File: src/design/bankers_safety_and_request_unit_assert.svh
// assertion macros for the banker's safety and request unit
`ifndef BANKERS_SAFETY_AND_REQUEST_UNIT_ASSERT_SVH
`define BANKERS_SAFETY_AND_REQUEST_UNIT_ASSERT_SVH

// same-cycle implication
`define BSR_ASSERT_IMP(lbl, clk, rst_n, ante, cons, msg) \
    lbl: assert property (@(posedge clk) disable iff (!rst_n) (ante) |-> (cons)) \
        else $error(msg);

// next-cycle implication
`define BSR_ASSERT_NXT(lbl, clk, rst_n, ante, cons, msg) \
    lbl: assert property (@(posedge clk) disable iff (!rst_n) (ante) |=> (cons)) \
        else $error(msg);

`endif

File: src/design/bsr_pkg.sv
`default_nettype none

package bsr_pkg;

    localparam int P_PROCESSES_DEF = 5;
    localparam int P_RESOURCES_DEF = 3;
    localparam int AMT_W           = 8;
    localparam int OP_W            = 3;
    localparam int PID_W           = 3;
    localparam int STATUS_W        = 2;
    localparam int MAX_RESOURCES   = 4;

    typedef enum logic [OP_W-1:0] {
        OP_LOAD_MAX   = 3'd0,
        OP_LOAD_ALLOC = 3'd1,
        OP_LOAD_AVAIL = 3'd2,
        OP_REQUEST    = 3'd3,
        OP_CHECK      = 3'd4
    } t_op;

    typedef enum logic [STATUS_W-1:0] {
        STATUS_OK            = 2'd0,
        STATUS_EXCEEDS_CLAIM = 2'd1,
        STATUS_NOT_AVAILABLE = 2'd2,
        STATUS_UNSAFE        = 2'd3
    } t_status;

    typedef enum logic [2:0] {
        S_IDLE,
        S_EXEC,
        S_INIT,
        S_SCAN,
        S_ROLLBACK,
        S_EMIT
    } t_state;

    typedef struct packed {
        logic fits;
        logic over_need;
        logic over_avail;
    } t_fit_flags;

endpackage

`default_nettype wire

File: src/design/bsr_store.sv
`default_nettype none

module bsr_store
    import bsr_pkg::*;
#(
    parameter int PROCESSES = P_PROCESSES_DEF,
    parameter int RESOURCES = P_RESOURCES_DEF,
    parameter int ROW_W     = (PROCESSES > 1) ? $clog2(PROCESSES) : 1
) (
    input  wire logic                                i_clk,
    input  wire logic                                i_rst_n,
    input  wire logic                                i_max_we,
    input  wire logic                                i_alloc_we,
    input  wire logic                                i_avail_we,
    input  wire logic [ROW_W-1:0]                    i_wr_row,
    input  wire logic [RESOURCES-1:0][AMT_W-1:0]     i_row_data,
    input  wire logic [RESOURCES-1:0][AMT_W-1:0]     i_avail_data,
    input  wire logic [ROW_W-1:0]                    i_rd_row,
    output logic      [RESOURCES-1:0][AMT_W-1:0]     o_max_row,
    output logic      [RESOURCES-1:0][AMT_W-1:0]     o_alloc_row,
    output logic      [RESOURCES-1:0][AMT_W-1:0]     o_avail
);

    logic [RESOURCES-1:0][AMT_W-1:0] r_max   [PROCESSES];
    logic [RESOURCES-1:0][AMT_W-1:0] r_alloc [PROCESSES];
    logic [RESOURCES-1:0][AMT_W-1:0] r_avail;

    always_ff @(posedge i_clk) begin
        if (!i_rst_n) begin
            r_avail <= '0;
            for (int p = 0; p < PROCESSES; p++) begin
                r_max[p]   <= '0;
                r_alloc[p] <= '0;
            end
        end else begin
            if (i_avail_we) begin
                r_avail <= i_avail_data;
            end
            for (int p = 0; p < PROCESSES; p++) begin
                if (i_max_we && (i_wr_row == ROW_W'(p))) begin
                    r_max[p] <= i_row_data;
                end
                if (i_alloc_we && (i_wr_row == ROW_W'(p))) begin
                    r_alloc[p] <= i_row_data;
                end
            end
        end
    end

    // rows beyond the process count read as zero
    always_comb begin
        o_max_row   = '0;
        o_alloc_row = '0;
        for (int p = 0; p < PROCESSES; p++) begin
            if (i_rd_row == ROW_W'(p)) begin
                o_max_row   = r_max[p];
                o_alloc_row = r_alloc[p];
            end
        end
    end

    assign o_avail = r_avail;

endmodule

`default_nettype wire

File: src/design/bsr_fit_unit.sv
`default_nettype none

module bsr_fit_unit
    import bsr_pkg::*;
#(
    parameter int RESOURCES = P_RESOURCES_DEF,
    parameter int WORK_W    = AMT_W + 3
) (
    input  wire logic [RESOURCES-1:0][AMT_W-1:0]  i_max_row,
    input  wire logic [RESOURCES-1:0][AMT_W-1:0]  i_alloc_row,
    input  wire logic [RESOURCES-1:0][AMT_W-1:0]  i_avail,
    input  wire logic [RESOURCES-1:0][AMT_W-1:0]  i_amt,
    input  wire logic [RESOURCES-1:0][WORK_W-1:0] i_work,
    output t_fit_flags                            o_flags,
    output logic      [RESOURCES-1:0][WORK_W-1:0] o_work_sum
);

    // need fits work  <=>  max <= work + alloc, no signed math needed
    always_comb begin
        logic [WORK_W:0] v_sum;
        logic [AMT_W:0]  v_req;
        o_flags.fits       = 1'b1;
        o_flags.over_need  = 1'b0;
        o_flags.over_avail = 1'b0;
        for (int r = 0; r < RESOURCES; r++) begin
            v_sum = {1'b0, i_work[r]} + (WORK_W+1)'(i_alloc_row[r]);
            if ((WORK_W+1)'(i_max_row[r]) > v_sum) begin
                o_flags.fits = 1'b0;
            end
            o_work_sum[r] = v_sum[WORK_W-1:0];
            v_req = {1'b0, i_amt[r]} + {1'b0, i_alloc_row[r]};
            if (v_req > {1'b0, i_max_row[r]}) begin
                o_flags.over_need = 1'b1;
            end
            if (i_amt[r] > i_avail[r]) begin
                o_flags.over_avail = 1'b1;
            end
        end
    end

endmodule

`default_nettype wire

File: src/design/bankers_safety_and_request_unit.sv
// Banker's safety check and resource request unit.
// Command channel: an operation is transferred at a rising edge with start high
// and busy low; busy stays high until the last result of that command is
// driven and is low while it is on the ports. Operations: load max row,
// load alloc row, load available vector, request (checked against need and
// availability, applied, then rolled back if unsafe) and safety check.
// Result channel: each result is on the o_ ports for one cycle, flagged by
// o_strobe; o_last marks the final result of a command. The receiver cannot
// stall, so results are never held.
// Sequence: loads, refusals and unused codes give their single result from
// the execute state, registered onto the outputs. A check or granted request
// scans the process rows in passes until every process has finished or a
// pass makes no progress, then, if safe, drives PROCESSES sequence results,
// one per cycle; an unsafe request passes through a rollback state. The
// fit/add unit checks one row per cycle; a new command is taken only once busy is low.
// Reset clears the available vector, all rows and the sequencer; the block
// is ready as soon as reset is released.
`default_nettype none
`include "bankers_safety_and_request_unit_assert.svh"

module bankers_safety_and_request_unit
    import bsr_pkg::*;
#(
    parameter int PROCESSES = P_PROCESSES_DEF,
    parameter int RESOURCES = P_RESOURCES_DEF
) (
    input  wire logic                i_clk,
    input  wire logic                i_rst_n,
    input  wire logic                start,
    output logic                     busy,
    input  wire logic [OP_W-1:0]     i_operation,
    input  wire logic [PID_W-1:0]    i_process,
    input  wire logic [AMT_W-1:0]    i_amount_0,
    input  wire logic [AMT_W-1:0]    i_amount_1,
    input  wire logic [AMT_W-1:0]    i_amount_2,
    input  wire logic [AMT_W-1:0]    i_amount_3,
    output logic                     o_strobe,
    output logic [STATUS_W-1:0]      o_status,
    output logic                     o_seq_valid,
    output logic [PID_W-1:0]         o_seq_process,
    output logic                     o_last
);

    localparam int ROW_W  = (PROCESSES > 1) ? $clog2(PROCESSES) : 1;
    localparam int CNT_W  = $clog2(PROCESSES + 1);
    localparam int WORK_W = AMT_W + CNT_W;
    localparam logic [PID_W:0]  PID_LIMIT = (PID_W+1)'(PROCESSES);
    localparam logic [ROW_W-1:0] ROW_LAST = ROW_W'(PROCESSES - 1);
    localparam logic [CNT_W-1:0] CNT_FULL = CNT_W'(PROCESSES);

    t_state                            r_state, n_state;
    t_op                               r_op;
    logic [PID_W-1:0]                  r_pid;
    logic [RESOURCES-1:0][AMT_W-1:0]   r_amt;
    logic [RESOURCES-1:0][WORK_W-1:0]  r_work;
    logic [PROCESSES-1:0]              r_done;
    logic [CNT_W-1:0]                  r_count;
    logic [ROW_W-1:0]                  r_scan;
    logic                              r_progress;
    logic [PID_W-1:0]                  r_seq [PROCESSES];
    logic [ROW_W-1:0]                  r_out_idx;

    logic                              r_strobe;
    t_status                           r_status;
    logic                              r_seq_valid;
    logic [PID_W-1:0]                  r_seq_process;
    logic                              r_last;

    logic [MAX_RESOURCES-1:0][AMT_W-1:0] v_amt_in;
    logic [RESOURCES-1:0][AMT_W-1:0]   v_max_row, v_alloc_row, v_avail;
    logic [RESOURCES-1:0][AMT_W-1:0]   v_row_data, v_avail_data;
    logic [RESOURCES-1:0][WORK_W-1:0]  v_work_sum;
    t_fit_flags                        v_flags;
    logic [ROW_W-1:0]                  v_rd_row;
    logic                              v_max_we, v_alloc_we, v_avail_we;
    logic                              v_pid_ok, v_take, v_pass_end, v_prog_next;
    logic [CNT_W-1:0]                  v_count_next;
    logic                              v_emit, v_seq_valid, v_last;
    t_status                           v_status;
    logic [PID_W-1:0]                  v_seq_proc;

    assign v_amt_in = {i_amount_3, i_amount_2, i_amount_1, i_amount_0};
    assign busy     = (r_state != S_IDLE);
    assign v_pid_ok = ({1'b0, r_pid} < PID_LIMIT);
    assign v_rd_row = (r_state == S_SCAN) ? r_scan : r_pid[ROW_W-1:0];

    bsr_store #(
        .PROCESSES (PROCESSES),
        .RESOURCES (RESOURCES),
        .ROW_W     (ROW_W)
    ) u_store (
        .i_clk        (i_clk),
        .i_rst_n      (i_rst_n),
        .i_max_we     (v_max_we),
        .i_alloc_we   (v_alloc_we),
        .i_avail_we   (v_avail_we),
        .i_wr_row     (r_pid[ROW_W-1:0]),
        .i_row_data   (v_row_data),
        .i_avail_data (v_avail_data),
        .i_rd_row     (v_rd_row),
        .o_max_row    (v_max_row),
        .o_alloc_row  (v_alloc_row),
        .o_avail      (v_avail)
    );

    bsr_fit_unit #(
        .RESOURCES (RESOURCES),
        .WORK_W    (WORK_W)
    ) u_fit (
        .i_max_row   (v_max_row),
        .i_alloc_row (v_alloc_row),
        .i_avail     (v_avail),
        .i_amt       (r_amt),
        .i_work      (r_work),
        .o_flags     (v_flags),
        .o_work_sum  (v_work_sum)
    );

    // scan step
    assign v_take       = !r_done[r_scan] && v_flags.fits;
    assign v_count_next = r_count + CNT_W'(v_take);
    assign v_prog_next  = r_progress | v_take;
    assign v_pass_end   = (r_scan == ROW_LAST);

    always_comb begin
        n_state = r_state;
        unique case (r_state)
            S_IDLE: begin
                if (start) begin
                    n_state = S_EXEC;
                end
            end
            S_EXEC: begin
                n_state = S_IDLE;
                unique case (r_op)
                    OP_REQUEST: begin
                        if (v_pid_ok && !v_flags.over_need && !v_flags.over_avail) begin
                            n_state = S_INIT;
                        end
                    end
                    OP_CHECK: n_state = S_INIT;
                    default:  n_state = S_IDLE;
                endcase
            end
            S_INIT: n_state = S_SCAN;
            S_SCAN: begin
                if (v_count_next == CNT_FULL) begin
                    n_state = S_EMIT;
                end else if (v_pass_end && !v_prog_next) begin
                    n_state = (r_op == OP_REQUEST) ? S_ROLLBACK : S_IDLE;
                end
            end
            S_ROLLBACK: n_state = S_IDLE;
            S_EMIT: begin
                if (r_out_idx == ROW_LAST) begin
                    n_state = S_IDLE;
                end
            end
            default: n_state = S_IDLE;
        endcase
    end

    always_comb begin
        v_max_we     = 1'b0;
        v_alloc_we   = 1'b0;
        v_avail_we   = 1'b0;
        v_row_data   = r_amt;
        v_avail_data = r_amt;
        v_emit       = 1'b0;
        v_status     = STATUS_OK;
        v_seq_valid  = 1'b0;
        v_seq_proc   = '0;
        v_last       = 1'b1;
        unique case (r_state)
            S_EXEC: begin
                unique case (r_op)
                    OP_LOAD_MAX: begin
                        v_max_we = v_pid_ok;
                        v_emit   = 1'b1;
                    end
                    OP_LOAD_ALLOC: begin
                        v_alloc_we = v_pid_ok;
                        v_emit     = 1'b1;
                    end
                    OP_LOAD_AVAIL: begin
                        v_avail_we = 1'b1;
                        v_emit     = 1'b1;
                    end
                    OP_REQUEST: begin
                        if (!v_pid_ok || v_flags.over_need) begin
                            v_emit   = 1'b1;
                            v_status = STATUS_EXCEEDS_CLAIM;
                        end else if (v_flags.over_avail) begin
                            v_emit   = 1'b1;
                            v_status = STATUS_NOT_AVAILABLE;
                        end else begin
                            v_alloc_we = 1'b1;
                            v_avail_we = 1'b1;
                            for (int r = 0; r < RESOURCES; r++) begin
                                v_row_data[r]   = v_alloc_row[r] + r_amt[r];
                                v_avail_data[r] = v_avail[r] - r_amt[r];
                            end
                        end
                    end
                    OP_CHECK: v_emit = 1'b0;
                    default:  v_emit = 1'b1;
                endcase
            end
            S_SCAN: begin
                if ((v_count_next != CNT_FULL) && v_pass_end && !v_prog_next
                        && (r_op != OP_REQUEST)) begin
                    v_emit   = 1'b1;
                    v_status = STATUS_UNSAFE;
                end
            end
            S_ROLLBACK: begin
                v_alloc_we = 1'b1;
                v_avail_we = 1'b1;
                for (int r = 0; r < RESOURCES; r++) begin
                    v_row_data[r]   = v_alloc_row[r] - r_amt[r];
                    v_avail_data[r] = v_avail[r] + r_amt[r];
                end
                v_emit   = 1'b1;
                v_status = STATUS_UNSAFE;
            end
            S_EMIT: begin
                v_emit      = 1'b1;
                v_seq_valid = 1'b1;
                v_seq_proc  = r_seq[r_out_idx];
                v_last      = (r_out_idx == ROW_LAST);
            end
            default: v_emit = 1'b0;
        endcase
    end

    always_ff @(posedge i_clk) begin
        if (!i_rst_n) begin
            r_state  <= S_IDLE;
            r_strobe <= 1'b0;
        end else begin
            r_state  <= n_state;
            r_strobe <= v_emit;
        end
    end

    always_ff @(posedge i_clk) begin
        if (v_emit) begin
            r_status      <= v_status;
            r_seq_valid   <= v_seq_valid;
            r_seq_process <= v_seq_proc;
            r_last        <= v_last;
        end
        unique case (r_state)
            S_IDLE: begin
                if (start) begin
                    r_op  <= t_op'(i_operation);
                    r_pid <= i_process;
                    for (int r = 0; r < RESOURCES; r++) begin
                        r_amt[r] <= v_amt_in[r];
                    end
                end
            end
            S_INIT: begin
                for (int r = 0; r < RESOURCES; r++) begin
                    r_work[r] <= WORK_W'(v_avail[r]);
                end
                r_done     <= '0;
                r_count    <= '0;
                r_scan     <= '0;
                r_progress <= 1'b0;
                r_out_idx  <= '0;
            end
            S_SCAN: begin
                if (v_take) begin
                    r_work                      <= v_work_sum;
                    r_done[r_scan]              <= 1'b1;
                    r_seq[r_count[ROW_W-1:0]]   <= PID_W'(r_scan);
                end
                r_count <= v_count_next;
                if (v_pass_end) begin
                    r_scan     <= '0;
                    r_progress <= 1'b0;
                end else begin
                    r_scan     <= r_scan + ROW_W'(1);
                    r_progress <= v_prog_next;
                end
            end
            S_EMIT: r_out_idx <= r_out_idx + ROW_W'(1);
            default: r_out_idx <= r_out_idx;
        endcase
    end

    assign o_strobe      = r_strobe;
    assign o_status      = r_status;
    assign o_seq_valid   = r_seq_valid;
    assign o_seq_process = r_seq_process;
    assign o_last        = r_last;

    `BSR_ASSERT_NXT(a_transfer_busy, i_clk, i_rst_n, start && !busy, busy, "transfer did not raise busy")
    `BSR_ASSERT_IMP(a_done_count, i_clk, i_rst_n, r_state == S_SCAN, $countones(r_done) == int'(r_count), "done bits disagree with count")
    `BSR_ASSERT_IMP(a_last_frees, i_clk, i_rst_n, o_strobe && o_last, !busy, "busy after final result")
    `BSR_ASSERT_IMP(a_single_last, i_clk, i_rst_n, o_strobe && !o_seq_valid, o_last, "non-sequence result not final")
    `BSR_ASSERT_IMP(a_seq_ok, i_clk, i_rst_n, o_strobe && o_seq_valid, o_status == STATUS_OK, "sequence entry with bad status")

endmodule

`default_nettype wire

File: config.mk
export PLATFORM = sky130hd
export DESIGN_NAME = bankers_safety_and_request_unit
export DESIGN_NICKNAME = d
export VERILOG_FILES = /design/src/design/bsr_pkg.sv /design/src/design/bsr_store.sv /design/src/design/bsr_fit_unit.sv /design/src/design/bankers_safety_and_request_unit.sv
export VERILOG_INCLUDE_DIRS = /design/src /design/src/design
export SDC_FILE = /design/constraint.sdc
export NUM_CORES = 1
export LEC_CHECK = 0
export ABC_AREA = 1
export BUFFER_PORTS_ARGS = -buffer_cell sky130_fd_sc_hd__buf_4
export CORE_MARGIN = 8
export CORE_UTILIZATION = 35
export DETAILED_ROUTE_END_ITERATION = 16
export GPL_TIMING_DRIVEN = 0
export PLACE_DENSITY = 0.55
export SETUP_SLACK_MARGIN = 0.3
export SYNTH_ARGS = -nofsm -noshare
export SYNTH_HDL_FRONTEND = slang
export SYNTH_HIERARCHICAL = 1
export SYNTH_SLANG_ARGS = --single-unit
File: constraint.sdc
create_clock -name i_clk -period 8.9 [get_ports i_clk]
set_clock_uncertainty 0.15 [all_clocks]
set_input_delay 2.67 -clock i_clk [delete_from_list [all_inputs] [get_ports i_clk]]
set_output_delay 2.67 -clock i_clk [all_outputs]
set_load 0.1 [all_outputs]
==> results.sh <==
export IMPL_die_h_um=278
export IMPL_syn_area_per_cell_um2=8.26
export IMPL_async_flop_share=0
export IMPL_synth_cell_area_um2=24100
export IMPL_period_needed_ps=8100
export IMPL_slew_headroom=0.110
export IMPL_cts_buffers=44
export IMPL_synth_net_count=3188
export IMPL_cts_tree="built"
export IMPL_drv_slew=0
export IMPL_cp_buffers_inverters=11
export IMPL_crit_path_start_kind="flip-flop"
export IMPL_ys_warn_count=6
export IMPL_min_period_over_period=0.910
export IMPL_drc=0
export IMPL_crit_slowest_cell="nand2_2"
export IMPL_tightest_slew_ps=1330
export IMPL_dp_hpwl_um=55300
export IMPL_vias=19500
export IMPL_drive_gt1_frac=0.0741
export IMPL_crit_top_cell="nand2_1"
export IMPL_run_status="complete, no violations"
export IMPL_grt_setup_unrepaired="false"
export IMPL_portBuffers=41
export IMPL_path_clk_slew_ps=60
export IMPL_final_common_cell="nand2_1"
export IMPL_synthFlopType="edfxtp_1"
export IMPL_yosysUniqueCellTypes=48
export IMPL_reg2reg_slack_ps=800
export IMPL_hold_buffers=0
export IMPL_syn2layout_area_growth_pct=13.1
export IMPL_maxCapViolCount=0
export IMPL_most_common_layout_cells="nand2_1, inv_1, edfxtp_1"
export IMPL_postSynthCellCount=2919
export IMPL_peakVddDrop_uv=141
export IMPL_max_stage_delay_ps=560
export IMPL_required_ps=8940
export IMPL_grt_pass1_wl_um=109000
export IMPL_wl_per_cell_um=18.3
export IMPL_pin_count=50
export IMPL_fmax_mhz=123
export IMPL_antenna_found_initial=0
export IMPL_grt_max_degree=33
export IMPL_whs_ps=418
export IMPL_drtIter0Drc=1441
export IMPL_clk_path_buf_depth=3
export IMPL_drt_pass1_iter_count=6
export IMPL_post_cts_buffers=0
export IMPL_tns_ps=0
export IMPL_clock_root_buffer="clkbuf_16"
export IMPL_hold_viol_final=0
export IMPL_cts_sinks=368
export IMPL_grt_pass1_vias=18500
export IMPL_leakagePower_nw=12.6
export IMPL_setup_viol=0
export IMPL_clkLatencyLatePin_ps=600
export IMPL_dp_slack_ps=-310
export IMPL_core_um2=68300
export IMPL_total_power_mw=5.52
export IMPL_crit_family="simple AND/OR/NAND/NOR gates"
export IMPL_end_kind="flip-flop"
export IMPL_grt_use_total=0.182
export IMPL_grt_overflow=0
export IMPL_power_density_nw_per_um2=203
export IMPL_htree_levels=2
export IMPL_routabilityCongestion=0.923
export IMPL_timing_worst_setup_path_type="flip-flop to flip-flop"
export IMPL_die_x_um=278
export IMPL_fin_ws_ps=802
export IMPL_placed_area_um2=25800
export IMPL_fin_nets=3283
export IMPL_min_path_type="flip-flop to flip-flop"
export IMPL_design_area_um2=27200
export IMPL_final_antenna_net_count=0
export IMPL_start_util=0.353
export IMPL_synth_edf_count=340
export IMPL_drt_wl_total_um=72100
export IMPL_seq_area_frac_synth=0.447
export IMPL_path_max_fanout=24
export IMPL_dieArea_um2=77500
export IMPL_crit_arrival_ps=8130
export IMPL_vias_per_cell=4.97
export IMPL_synth_seq_cells=368
export IMPL_row_count=96
## through the flow
step           utilization  instances
2_1_floorplan            -       2919
3_3_place_gp         0.373       3842
3_5_place_dp         0.377       3850
4_1_cts              0.398       3931
5_1_grt              0.399       3931
6_report             0.399       3932
## power by group
part	switching [mW]	total, mW	internal (mW)
Clock	0.751	1.79	1.04
Combinational	1.13	1.65	0.524
Sequential	0.0905	2.08	1.99
## worst min-delay path, stage by stage, from the launching register on
cell and delay [ps]:
dfxtp_1 340, o21ai_0 140, nor2_1 40
## cells by family (layout without fill, tap and decap cells)
group,after synthesis,in the layout,share of synthesized area
DFF,368,368,0.447
other,0,1,0
buffers and inverters,518,648,0.0847
xor gates and xnor gates,63,63,0.0229
and+or+nand+nor,1410,1410,0.246
AOI/OAI and AO/OA,332,332,0.0757
adders and majority gates,228,228,0.124
## sequential cells by signal, summed over array words and instances (netlist names), 2 cells and up
name             flops
u_store/r_alloc    120
u_store/r_max      120
r_work              33
r_amt               24
u_store/o_avail     24
r_seq               15
r_done               5
o_seq_process        3
r_count              3
r_op                 3
r_out_idx            3
r_pid                3
r_scan               3
r_state              3
o_status             2
## synthesized netlist by cell type, types with 2 or more instances
cell	count	area (um2)
ha_1	210	2630
xor2_1	43	377
nand3_2	2	20.0
o211ai_1	9	67.6
buf_2	47	235
nor2_2	5	31.3
nor3_2	3	30.0
nand3_1	291	1460
a21boi_1	2	15.0
a31oi_1	9	56.3
nor2_4	2	22.5
fa_1	18	360
or2_2	8	50.1
nand3b_1	5	37.5
a21oi_1	134	671
inv_1	419	1570
o21ai_1	5	25.0
o21bai_1	15	113
a21boi_0	2	15.0
dfxtp_1	28	561
buf_1	2	7.51
nand2_1	694	2610
xnor2_1	20	175
o22ai_1	5	31.3
nor3_1	12	60.1
edfxtp_1	340	10200
inv_2	7	26.3
buf_4	8	60.1
nand4_1	45	282
nor2_1	331	1240
o21a_1	11	82.6
nand2_2	4	25.0
and2_1	4	25.0
o21ai_0	126	631
a31o_2	2	17.5
a21o_1	3	22.5
clkbuf_1	34	128
o311ai_0	4	35.0
## final timing paths
path / start / endpoint / cells past startpoint
worst max-delay path: r_state[2]$_SDFFE_PN0P_ / u_store/r_alloc[0][22]$_DFFE_PP_ / 40
worst min-delay path: u_store/o_avail[0]$_SDFFE_PN0P_ / u_store/o_avail[0]$_SDFFE_PN0P_ / 2
worst max register to register: r_state[2]$_SDFFE_PN0P_ / u_store/r_alloc[0][22]$_DFFE_PP_ / 40
worst min register to register: u_store/o_avail[0]$_SDFFE_PN0P_ / u_store/o_avail[0]$_SDFFE_PN0P_ / 2
## layout make-up
class	count	area, um2
inverters	426	1600
multi-input cells	2033	11400
fillers	6956	41100
clock inverters	28	299
plain buffers	92	449
diodes	1	2.50
repair buffers	49	490
clock buffers	53	1140
well taps	882	1100
flip-flops and latches	368	10800
## per-layer routing
metal,wire [um],part of all wire,global-route usage,vias up
li1,-,-,-,9834
met1,32900,0.46,0.245,9085
met2,33000,0.46,0.298,483
met3,3610,0.050,0.0237,121
met4,2550,0.035,0.0650,0
met5,0,0,0,-
## repair_timing
| action | CTS | global route |
|---|---|---|
| endpoints found under the setup margin | 215 | 248 |
| resized for setup | 3 | 17 |
| gates cloned | 0 | 0 |
(Power assumes the default switching activity.)
